<file path="src/design/wfd_pkg.sv">
// shared types and constants of the websocket frame deframer
package wfd_pkg;

  // result event kinds
  localparam logic [2:0] EV_DATA       = 3'd0;
  localparam logic [2:0] EV_PING       = 3'd1;
  localparam logic [2:0] EV_EMPTY_DATA = 3'd2;
  localparam logic [2:0] EV_EMPTY_PING = 3'd3;
  localparam logic [2:0] EV_CLOSE      = 3'd4;
  localparam logic [2:0] EV_BAD_OP     = 3'd5;

  // input request types
  localparam logic REQ_BYTE       = 1'b0;
  localparam logic REQ_LINK_RESET = 1'b1;

  // opcodes
  localparam logic [3:0] OP_DATA_MAX = 4'd2;
  localparam logic [3:0] OP_CLOSE    = 4'd8;
  localparam logic [3:0] OP_PING     = 4'd9;
  localparam logic [3:0] OP_PONG     = 4'd10;

  // 7-bit length codes that announce an extended length
  localparam logic [6:0] LEN_EXT16 = 7'd126;
  localparam logic [6:0] LEN_EXT64 = 7'd127;

  // extended length byte counts
  localparam logic [3:0] EXT16_BYTES = 4'd2;
  localparam logic [3:0] EXT64_BYTES = 4'd8;

  // one classified event from the parser, before unmasking
  typedef struct packed {
    logic [2:0] kind;
    logic [7:0] raw_byte;
    logic [7:0] key_byte;
    logic [3:0] opcode;
    logic       frame_end;
    logic       fin;
  } wfd_rec_t;

endpackage

</file>
<file path="src/design/wfd_front.sv">
// header parser: takes received bytes and classifies them into event records
module wfd_front (
  input  logic              clk,
  input  logic              rst,
  input  logic              push,
  output logic              full,
  input  logic              req_type,
  input  logic [7:0]        rx_byte,
  input  logic              q_full,
  output logic              q_push,
  output wfd_pkg::wfd_rec_t q_rec
);

  typedef enum logic [2:0] {
    PH_HDR0,
    PH_HDR1,
    PH_EXTLEN,
    PH_KEY,
    PH_PAYLOAD
  } phase_t;

  phase_t      phase, phase_next;
  logic        fin, fin_next;
  logic [3:0]  opcode, opcode_next;
  logic        mask, mask_next;
  logic [3:0]  hbi, hbi_next;
  logic [63:0] rem, rem_next;
  logic [31:0] key, key_next;
  logic [1:0]  kphase, kphase_next;

  logic        acc;
  logic        after_len;
  logic        hdr_done;
  logic [63:0] len_val;
  logic [63:0] rem_dec;
  logic [3:0]  hbi_dec;
  logic        last;
  logic [7:0]  kb;
  logic [2:0]  end_kind;
  logic        end_ok;
  logic        is_data;
  logic        is_ping;
  logic        is_pong;

  assign full = q_full;
  assign acc  = push & ~q_full;

  assign is_data = (opcode <= wfd_pkg::OP_DATA_MAX);
  assign is_ping = (opcode == wfd_pkg::OP_PING);
  assign is_pong = (opcode == wfd_pkg::OP_PONG);

  // single event that closes a frame with nothing else to report
  always_comb begin
    end_ok   = 1'b1;
    end_kind = wfd_pkg::EV_BAD_OP;
    if (is_data) begin
      end_kind = wfd_pkg::EV_EMPTY_DATA;
    end else if (is_ping) begin
      end_kind = wfd_pkg::EV_EMPTY_PING;
    end else if (is_pong) begin
      end_ok = 1'b0;
    end else if (opcode == wfd_pkg::OP_CLOSE) begin
      end_kind = wfd_pkg::EV_CLOSE;
    end
  end

  // key byte for the current payload index, first key byte in the top byte
  always_comb begin
    case (kphase)
      2'd0:    kb = key[31:24];
      2'd1:    kb = key[23:16];
      2'd2:    kb = key[15:8];
      default: kb = key[7:0];
    endcase
  end

  assign rem_dec = (rem != 64'd0) ? rem - 64'd1 : 64'd0;
  assign hbi_dec = (hbi != 4'd0) ? hbi - 4'd1 : 4'd0;
  assign last    = (rem_dec == 64'd0);

  always_comb begin
    phase_next  = phase;
    fin_next    = fin;
    opcode_next = opcode;
    mask_next   = mask;
    hbi_next    = hbi;
    rem_next    = rem;
    key_next    = key;
    kphase_next = kphase;
    after_len   = 1'b0;
    hdr_done    = 1'b0;
    len_val     = rem;
    q_push      = 1'b0;
    q_rec       = '0;
    q_rec.opcode = opcode;
    q_rec.fin    = fin;

    if (acc) begin
      if (req_type == wfd_pkg::REQ_LINK_RESET) begin
        phase_next  = PH_HDR0;
        fin_next    = 1'b0;
        opcode_next = 4'd0;
        mask_next   = 1'b0;
        hbi_next    = 4'd0;
        rem_next    = 64'd0;
        key_next    = 32'd0;
        kphase_next = 2'd0;
      end else begin
        case (phase)
          PH_HDR1: begin
            mask_next   = rx_byte[7];
            key_next    = 32'd0;
            kphase_next = 2'd0;
            rem_next    = 64'd0;
            if (rx_byte[6:0] == wfd_pkg::LEN_EXT16) begin
              hbi_next   = wfd_pkg::EXT16_BYTES;
              phase_next = PH_EXTLEN;
            end else if (rx_byte[6:0] == wfd_pkg::LEN_EXT64) begin
              hbi_next   = wfd_pkg::EXT64_BYTES;
              phase_next = PH_EXTLEN;
            end else begin
              rem_next  = {57'd0, rx_byte[6:0]};
              len_val   = {57'd0, rx_byte[6:0]};
              after_len = 1'b1;
            end
          end
          PH_EXTLEN: begin
            rem_next = {rem[55:0], rx_byte};
            len_val  = {rem[55:0], rx_byte};
            hbi_next = hbi_dec;
            if (hbi_dec == 4'd0) begin
              after_len = 1'b1;
            end
          end
          PH_KEY: begin
            key_next    = {key[23:0], rx_byte};
            kphase_next = kphase + 2'd1;
            if (kphase == 2'd3) begin
              hdr_done = 1'b1;
            end
          end
          PH_PAYLOAD: begin
            kphase_next = kphase + 2'd1;
            rem_next    = rem_dec;
            if (last) begin
              phase_next = PH_HDR0;
            end
            q_rec.raw_byte  = rx_byte;
            q_rec.key_byte  = kb;
            q_rec.frame_end = last;
            if (is_data) begin
              q_push     = 1'b1;
              q_rec.kind = wfd_pkg::EV_DATA;
            end else if (is_ping) begin
              q_push     = 1'b1;
              q_rec.kind = wfd_pkg::EV_PING;
            end else if (!is_pong && last) begin
              q_push         = 1'b1;
              q_rec.kind     = end_kind;
              q_rec.raw_byte = 8'd0;
              q_rec.key_byte = 8'd0;
            end
          end
          default: begin
            fin_next    = rx_byte[7];
            opcode_next = rx_byte[3:0];
            hbi_next    = 4'd0;
            phase_next  = PH_HDR1;
          end
        endcase

        if (after_len) begin
          if (mask_next) begin
            phase_next  = PH_KEY;
            kphase_next = 2'd0;
          end else begin
            hdr_done = 1'b1;
          end
        end

        if (hdr_done) begin
          kphase_next = 2'd0;
          if (len_val == 64'd0) begin
            phase_next      = PH_HDR0;
            q_push          = end_ok;
            q_rec.kind      = end_kind;
            q_rec.frame_end = 1'b1;
          end else begin
            phase_next = PH_PAYLOAD;
          end
        end
      end
    end
  end

  always_ff @(posedge clk) begin
    if (rst) begin
      phase  <= PH_HDR0;
      fin    <= 1'b0;
      opcode <= 4'd0;
      mask   <= 1'b0;
      hbi    <= 4'd0;
      rem    <= 64'd0;
      key    <= 32'd0;
      kphase <= 2'd0;
    end else begin
      phase  <= phase_next;
      fin    <= fin_next;
      opcode <= opcode_next;
      mask   <= mask_next;
      hbi    <= hbi_next;
      rem    <= rem_next;
      key    <= key_next;
      kphase <= kphase_next;
    end
  end

  // payload phase is only held while bytes remain
  a_payload_nonzero: assert property (@(posedge clk) disable iff (rst)
    phase == PH_PAYLOAD |-> rem != 64'd0)
    else $error("payload phase with zero remaining length");

  // extended length phase always has bytes left to read
  a_extlen_count: assert property (@(posedge clk) disable iff (rst)
    phase == PH_EXTLEN |-> hbi != 4'd0)
    else $error("extended length phase with no bytes left");

  // a link reset brings the parser back to the first header byte
  a_link_reset: assert property (@(posedge clk) disable iff (rst)
    acc && req_type == wfd_pkg::REQ_LINK_RESET |=> phase == PH_HDR0 && rem == 64'd0)
    else $error("link reset did not clear the parser");

endmodule

</file>
<file path="src/design/wfd_queue.sv">
// short event queue between the parser and the result side
module wfd_queue #(
  parameter int DEPTH = 4
) (
  input  logic              clk,
  input  logic              rst,
  input  logic              push,
  input  wfd_pkg::wfd_rec_t wr_rec,
  output logic              full,
  input  logic              pop,
  output logic              empty,
  output wfd_pkg::wfd_rec_t head
);

  localparam int AW = (DEPTH > 1) ? $clog2(DEPTH) : 1;
  localparam int CW = $clog2(DEPTH + 1);

  wfd_pkg::wfd_rec_t mem [DEPTH];
  logic [AW-1:0] wr_ptr;
  logic [AW-1:0] rd_ptr;
  logic [CW-1:0] count;
  logic          do_push;
  logic          do_pop;

  assign full    = (count == CW'(DEPTH));
  assign empty   = (count == '0);
  assign do_push = push & ~full;
  assign do_pop  = pop & ~empty;
  assign head    = mem[rd_ptr];

  always_ff @(posedge clk) begin
    if (do_push) begin
      mem[wr_ptr] <= wr_rec;
    end
  end

  always_ff @(posedge clk) begin
    if (rst) begin
      wr_ptr <= '0;
      rd_ptr <= '0;
      count  <= '0;
    end else begin
      if (do_push) begin
        wr_ptr <= (wr_ptr == AW'(DEPTH - 1)) ? '0 : wr_ptr + AW'(1);
      end
      if (do_pop) begin
        rd_ptr <= (rd_ptr == AW'(DEPTH - 1)) ? '0 : rd_ptr + AW'(1);
      end
      if (do_push && !do_pop) begin
        count <= count + CW'(1);
      end else if (do_pop && !do_push) begin
        count <= count - CW'(1);
      end
    end
  end

  a_count_bound: assert property (@(posedge clk) disable iff (rst)
    count <= CW'(DEPTH))
    else $error("queue fill count beyond depth");

  // a lone transfer in moves the fill count up by exactly one
  a_count_up: assert property (@(posedge clk) disable iff (rst)
    do_push && !do_pop |=> count == $past(count) + CW'(1))
    else $error("queue count did not follow a transfer in");

endmodule

</file>
<file path="src/design/wfd_back.sv">
// result formatting: unmasks payload bytes and builds the result fields
module wfd_back (
  input  wfd_pkg::wfd_rec_t rec,
  output logic [2:0]        event_kind,
  output logic [7:0]        payload_byte,
  output logic [3:0]        frame_opcode,
  output logic              frame_end,
  output logic              message_end
);

  logic has_byte;

  assign has_byte     = (rec.kind == wfd_pkg::EV_DATA) || (rec.kind == wfd_pkg::EV_PING);
  assign event_kind   = rec.kind;
  assign payload_byte = has_byte ? (rec.raw_byte ^ rec.key_byte) : 8'd0;
  assign frame_opcode = rec.opcode;
  assign frame_end    = rec.frame_end;
  assign message_end  = rec.frame_end & rec.fin;

endmodule

</file>
<file path="src/design/websocket_frame_deframer_unit.sv">
// top level of the websocket frame deframer
//
// input side: push / full. each transfer carries req_type and rx_byte; a
// received byte (req_type 0) advances the frame parser, a link reset
// (req_type 1) returns it to the first header byte and gives no result.
// result side: empty / pop. while empty is low the oldest event sits on
// event_kind, payload_byte, frame_opcode, frame_end and message_end.
// payload bytes of data and ping frames come out unmasked, one per input
// byte; close, bad opcode and empty frames other than pong give a single closing event.
// throughput: one input byte per clock while full is low; the parser step
// (64-bit length decrement and compare) is combinational. a result is
// written into the event queue as its byte is transferred in and reaches
// the outputs in the next cycle if no older event is still queued.
// an event queue of QUEUE_DEPTH entries sits between the parser and the
// outputs; when the receiver stops popping it fills and full rises, which
// holds off further input until an entry drains.
// rst (synchronous, active high) clears the parser and empties the queue.
module websocket_frame_deframer_unit #(
  parameter int QUEUE_DEPTH = 4
) (
  input  logic       clk,
  input  logic       rst,
  input  logic       push,
  output logic       full,
  input  logic       req_type,
  input  logic [7:0] rx_byte,
  output logic       empty,
  input  logic       pop,
  output logic [2:0] event_kind,
  output logic [7:0] payload_byte,
  output logic [3:0] frame_opcode,
  output logic       frame_end,
  output logic       message_end
);

  logic              q_full;
  logic              q_push;
  wfd_pkg::wfd_rec_t q_rec;
  wfd_pkg::wfd_rec_t head;

  wfd_front u_front (
    .clk      (clk),
    .rst      (rst),
    .push     (push),
    .full     (full),
    .req_type (req_type),
    .rx_byte  (rx_byte),
    .q_full   (q_full),
    .q_push   (q_push),
    .q_rec    (q_rec)
  );

  wfd_queue #(
    .DEPTH (QUEUE_DEPTH)
  ) u_queue (
    .clk    (clk),
    .rst    (rst),
    .push   (q_push),
    .wr_rec (q_rec),
    .full   (q_full),
    .pop    (pop),
    .empty  (empty),
    .head   (head)
  );

  wfd_back u_back (
    .rec          (head),
    .event_kind   (event_kind),
    .payload_byte (payload_byte),
    .frame_opcode (frame_opcode),
    .frame_end    (frame_end),
    .message_end  (message_end)
  );

endmodule

</file>
<file path="config.mk">
export PLATFORM = sky130hd
export DESIGN_NAME = websocket_frame_deframer_unit
export DESIGN_NICKNAME = d
export VERILOG_FILES = /design/src/design/wfd_pkg.sv /design/src/design/wfd_front.sv /design/src/design/wfd_queue.sv /design/src/design/wfd_back.sv /design/src/design/websocket_frame_deframer_unit.sv
export SDC_FILE = /design/constraint.sdc
export NUM_CORES = 1
export LEC_CHECK = 0
export BUFFER_PORTS_ARGS = -buffer_cell sky130_fd_sc_hd__buf_2
export CAP_MARGIN = 10
export CORE_UTILIZATION = 63
export CTS_CLUSTER_SIZE = 8
export DETAILED_ROUTE_END_ITERATION = 8
export GPL_TIMING_DRIVEN = 0
export PLACE_DENSITY = 0.78
export SETUP_SLACK_MARGIN = 0.1
export SYNTH_ARGS = -nofsm -noshare
export SYNTH_HDL_FRONTEND = slang
export SYNTH_HIERARCHICAL = 1
export SYNTH_SLANG_ARGS = --single-unit
</file>
<file path="constraint.sdc">
create_clock -name clk -period 6.15 [get_ports clk]
set_clock_uncertainty 0.15 [all_clocks]
set_input_delay 1.23 -clock clk [delete_from_list [all_inputs] [get_ports clk]]
set_output_delay 1.23 -clock clk [all_outputs]
set_load 0.05 [all_outputs]
</file>
==> reports/metrics.yaml <==
path_clk_slew_ns: 0.05
routed_wl_um: 34200
p_leak_nw: 5.00
gp_congestion: 1.08
worst_slew_pin_slew_ns: 1.36
final_util: 0.725
worstSetupPathType: "flop to flop"
cts_root_buf: "clkbuf_16"
ys_ff_latch: 220
fp.dieArea_sq_um: 19400
setup-tns-final_ns: 0
hold_ws_ns: 0.353
final.period_utilization: 0.940
finalHoldViolCount: 0
drt_iter0_drc: 1049
multi_input_area_sq_um: 5890
pwr-share-clk: 0.374
drtPass1Iterations: 9
synth_area_leaders: "edfxtp_1 25%, dfxtp_1 20%, a22oi_1 6.5%"
syn_area_per_cell_sq_um: 9.54
fp.dieH_um: 139
syn_inst: 1241
synth_edf_count: 100
stdcell_count: 1555
cts_hold_buffers: 0
rsz0062_at_grt: "false"
ys_seq_area_frac: 0.456
synthFlopType: "dfxtp_1"
grt_pass1_vias: 10000
fillers: 1344
ir_drop_uv: 220
rows: 49
max_freq_ghz: 0.173
drv_slew: 0
grtUsageTotal: 0.353
cts_buffer_depth: 3
wl_per_cell_um: 22.0
yosysUniqueCellTypes: 78
tritoncts.num_buffers: 31
syn2layout_area_growth_pct: 11.5
power_frac_seq: 0.388
worstPathRequired_ns: 6.47
drc: 5
grt_overflow: 0
htreeDepth: 1
setup_viol: 0
failed_checks: "DRC"
portBuffers: 28
p_sw_w: 0.00125
p_per_area_nw_per_um2: 308
finalWorstPathRequiredPeriod_ns: 5.78
drive_above_1_share: 0.122
core_area_sq_um: 18200
netlist.area_leader.share: 0.254
status: "finished with violations"
combPwrFrac: 0.239
viasPerCell: 6.82
relSlewSlack: 0.0830
fin_nets: 1335
worstPathArrival_ns: 6.10
dp_hpwl_um: 23600
ys_async_sr_fraction: 0
hp-class: "flop to flop"
worst-path-max-fanout: 10
ys_warn_count: 6
start_util: 0.651
yosysTopAreaCell: "edfxtp_1"
seqCellArea_sq_um: 5410
cts_sinks: 220
start_kind: "flop"
syn_nets: 1268
clock_latency_ns: 0.55
syn_area_sq_um: 11800
grt_pass1_wl_um: 53800
die_w_um: 139
antenna_left: 0
antenna_found_initial: 1
cts_tree: "built"
intPower_w: 0.00282
ios: 32
routed-via-count: 10600
dp_cells: 1498
n_antenna_cell: 0
critPathCaptureType: "flop"
netSwitchingFraction: 0.308
grt_max_degree: 26
maxCapViolCount: 0
path summary, 6_finish.rpt:
check / slack [ns] / start / cells after the start / endpoint
hold / removal: 0.35 / u_front/rem[62]$_SDFFE_PP0P_ / 2 / u_front/rem[62]$_SDFFE_PP0P_
hold reg to reg: 0.35 / u_front/rem[62]$_SDFFE_PP0P_ / 2 / u_front/rem[62]$_SDFFE_PP0P_
setup / recovery: 0.37 / u_front/rem[0]$_SDFFE_PP0P_ / 20 / u_queue/count[2]$_SDFFE_PP0P_
setup reg to reg: 0.37 / u_front/rem[0]$_SDFFE_PP0P_ / 20 / u_queue/count[2]$_SDFFE_PP0P_
kinds of logic (layout without fill, tap and decap cells):
kind of cell / after synthesis / count (layout) / share of synthesized area
buffers and inverters: 126 / 211 / 0.0482
AO/OA/AOI/OAI: 289 / 289 / 0.167
AND/OR/NAND/NOR: 508 / 508 / 0.221
multiplexers: 29 / 29 / 0.0510
adder cells (fa/ha/maj): 15 / 15 / 0.0163
flip-flops: 220 / 220 / 0.456
XOR/XNOR: 54 / 54 / 0.0399
stage by stage:
step	setup slack (ns)	cell area [sq um]	total power, W
after floorplan	1.12	11800	0.00232
after global placement	0.0658	12300	0.00253
after detailed placement	0.0228	12300	0.00254
after CTS	0.126	13100	0.00407
after global routing	0.114	13200	0.00423
final	0.369	13200	0.00407
timing repair:
item	in CTS	in global routing
resized for setup	1	3
pin swaps	0	2
setup buffers	0	6
gates cloned	0	0
setup endpoints to repair	1	2
power by group through the flow:
stage          logic, W  registers [W]  clock network [W]
3_5_place_dp   0.000936        0.00161                  0
5_1_grt         0.00104        0.00158            0.00161
4_1_cts        0.000948        0.00158            0.00154
3_3_place_gp   0.000924        0.00160                  0
2_1_floorplan  0.000724        0.00160                  0
6_report       0.000972        0.00158            0.00152
worst max-delay path, stage by stage, from the launching register on:
cell       delay, ns
dfxtp_1         0.30
buf_2           0.22
inv_1           0.12
ha_1            0.36
nor4b_1         0.53
o2111ai_1       0.18
or4_1           0.42
or4_1           0.55
or4_1           0.54
nor4_4          0.16
buf_4           0.18
o21ai_1         0.08
nand2_1         0.25
inv_1           0.12
nor2_2          0.16
ha_1            0.21
inv_1           0.07
fa_1            0.38
xor2_1          0.18
or3_2           0.40
a21oi_1         0.15
synth_stat cells (all sizes together), types with 7 or more instances:
| cell | number |
|---|---|
| o31ai | 7 |
| a22oi | 102 |
| o31a | 7 |
| and2 | 9 |
| mux4 | 25 |
| inv | 15 |
| nand3 | 19 |
| a22o | 13 |
| or2 | 9 |
| xnor2 | 29 |
| nor2 | 172 |
| or3 | 20 |
| a21oi | 30 |
| nand4 | 22 |
| ha | 13 |
| edfxtp | 100 |
| o21a | 9 |
| nor3b | 11 |
| nor4 | 41 |
| buf | 34 |
| nand2 | 87 |
| a222oi | 9 |
| o21ai | 80 |
| nor3 | 58 |
| clkbuf | 75 |
| or4 | 23 |
| nand2b | 12 |
| dfxtp | 120 |
| xor2 | 25 |
layer usage:
layer  GRT usage  vias up  routed length, um
li1            -     4785                  -
met1       0.427     5010              12700
met2       0.593      662              16400
met3      0.0646      151               3280
met4       0.204        0               1870
met5           0        -                  0
sequential cells by signal, summed over array words and instances, names as in the netlist, named ones only:
| name | count |
|---|---|
| u_queue/mem | 100 |
| u_front/rem | 64 |
| u_front/key | 32 |
| u_front/hbi | 4 |
| u_front/opcode | 4 |
| u_front/phase | 3 |
| u_queue/count | 3 |
| u_front/kphase | 2 |
| u_queue/rd_ptr | 2 |
| u_queue/wr_ptr | 2 |
| u_front/fin | 1 |
| u_front/mask | 1 |
cells in the final DEF, fill, tap and decap left out, types with 31 or more instances in the layout:
master     synthesis  layout
dfxtp_1          120     120
nor2_1           163     163
buf_2             13      41
edfxtp_1         100     100
a22oi_1          102     102
clkbuf_16          0      31
nand2_1           87      87
nor3_1            55      53
o21ai_0           74      74
clkbuf_1          74      93
nor4_1            36      35
area by class of cell:
class                   instances  share of cell area
flip-flops and latches        220               0.409
clock inverters                 1             0.00152
multi-input cells             895               0.446
clock buffers                  50              0.0641
well taps                     229              0.0217
plain buffers                 109              0.0380
repair buffers                 34              0.0140
inverters                      17             0.00521
No activity file was read; power rests on OpenSTA's default activity.
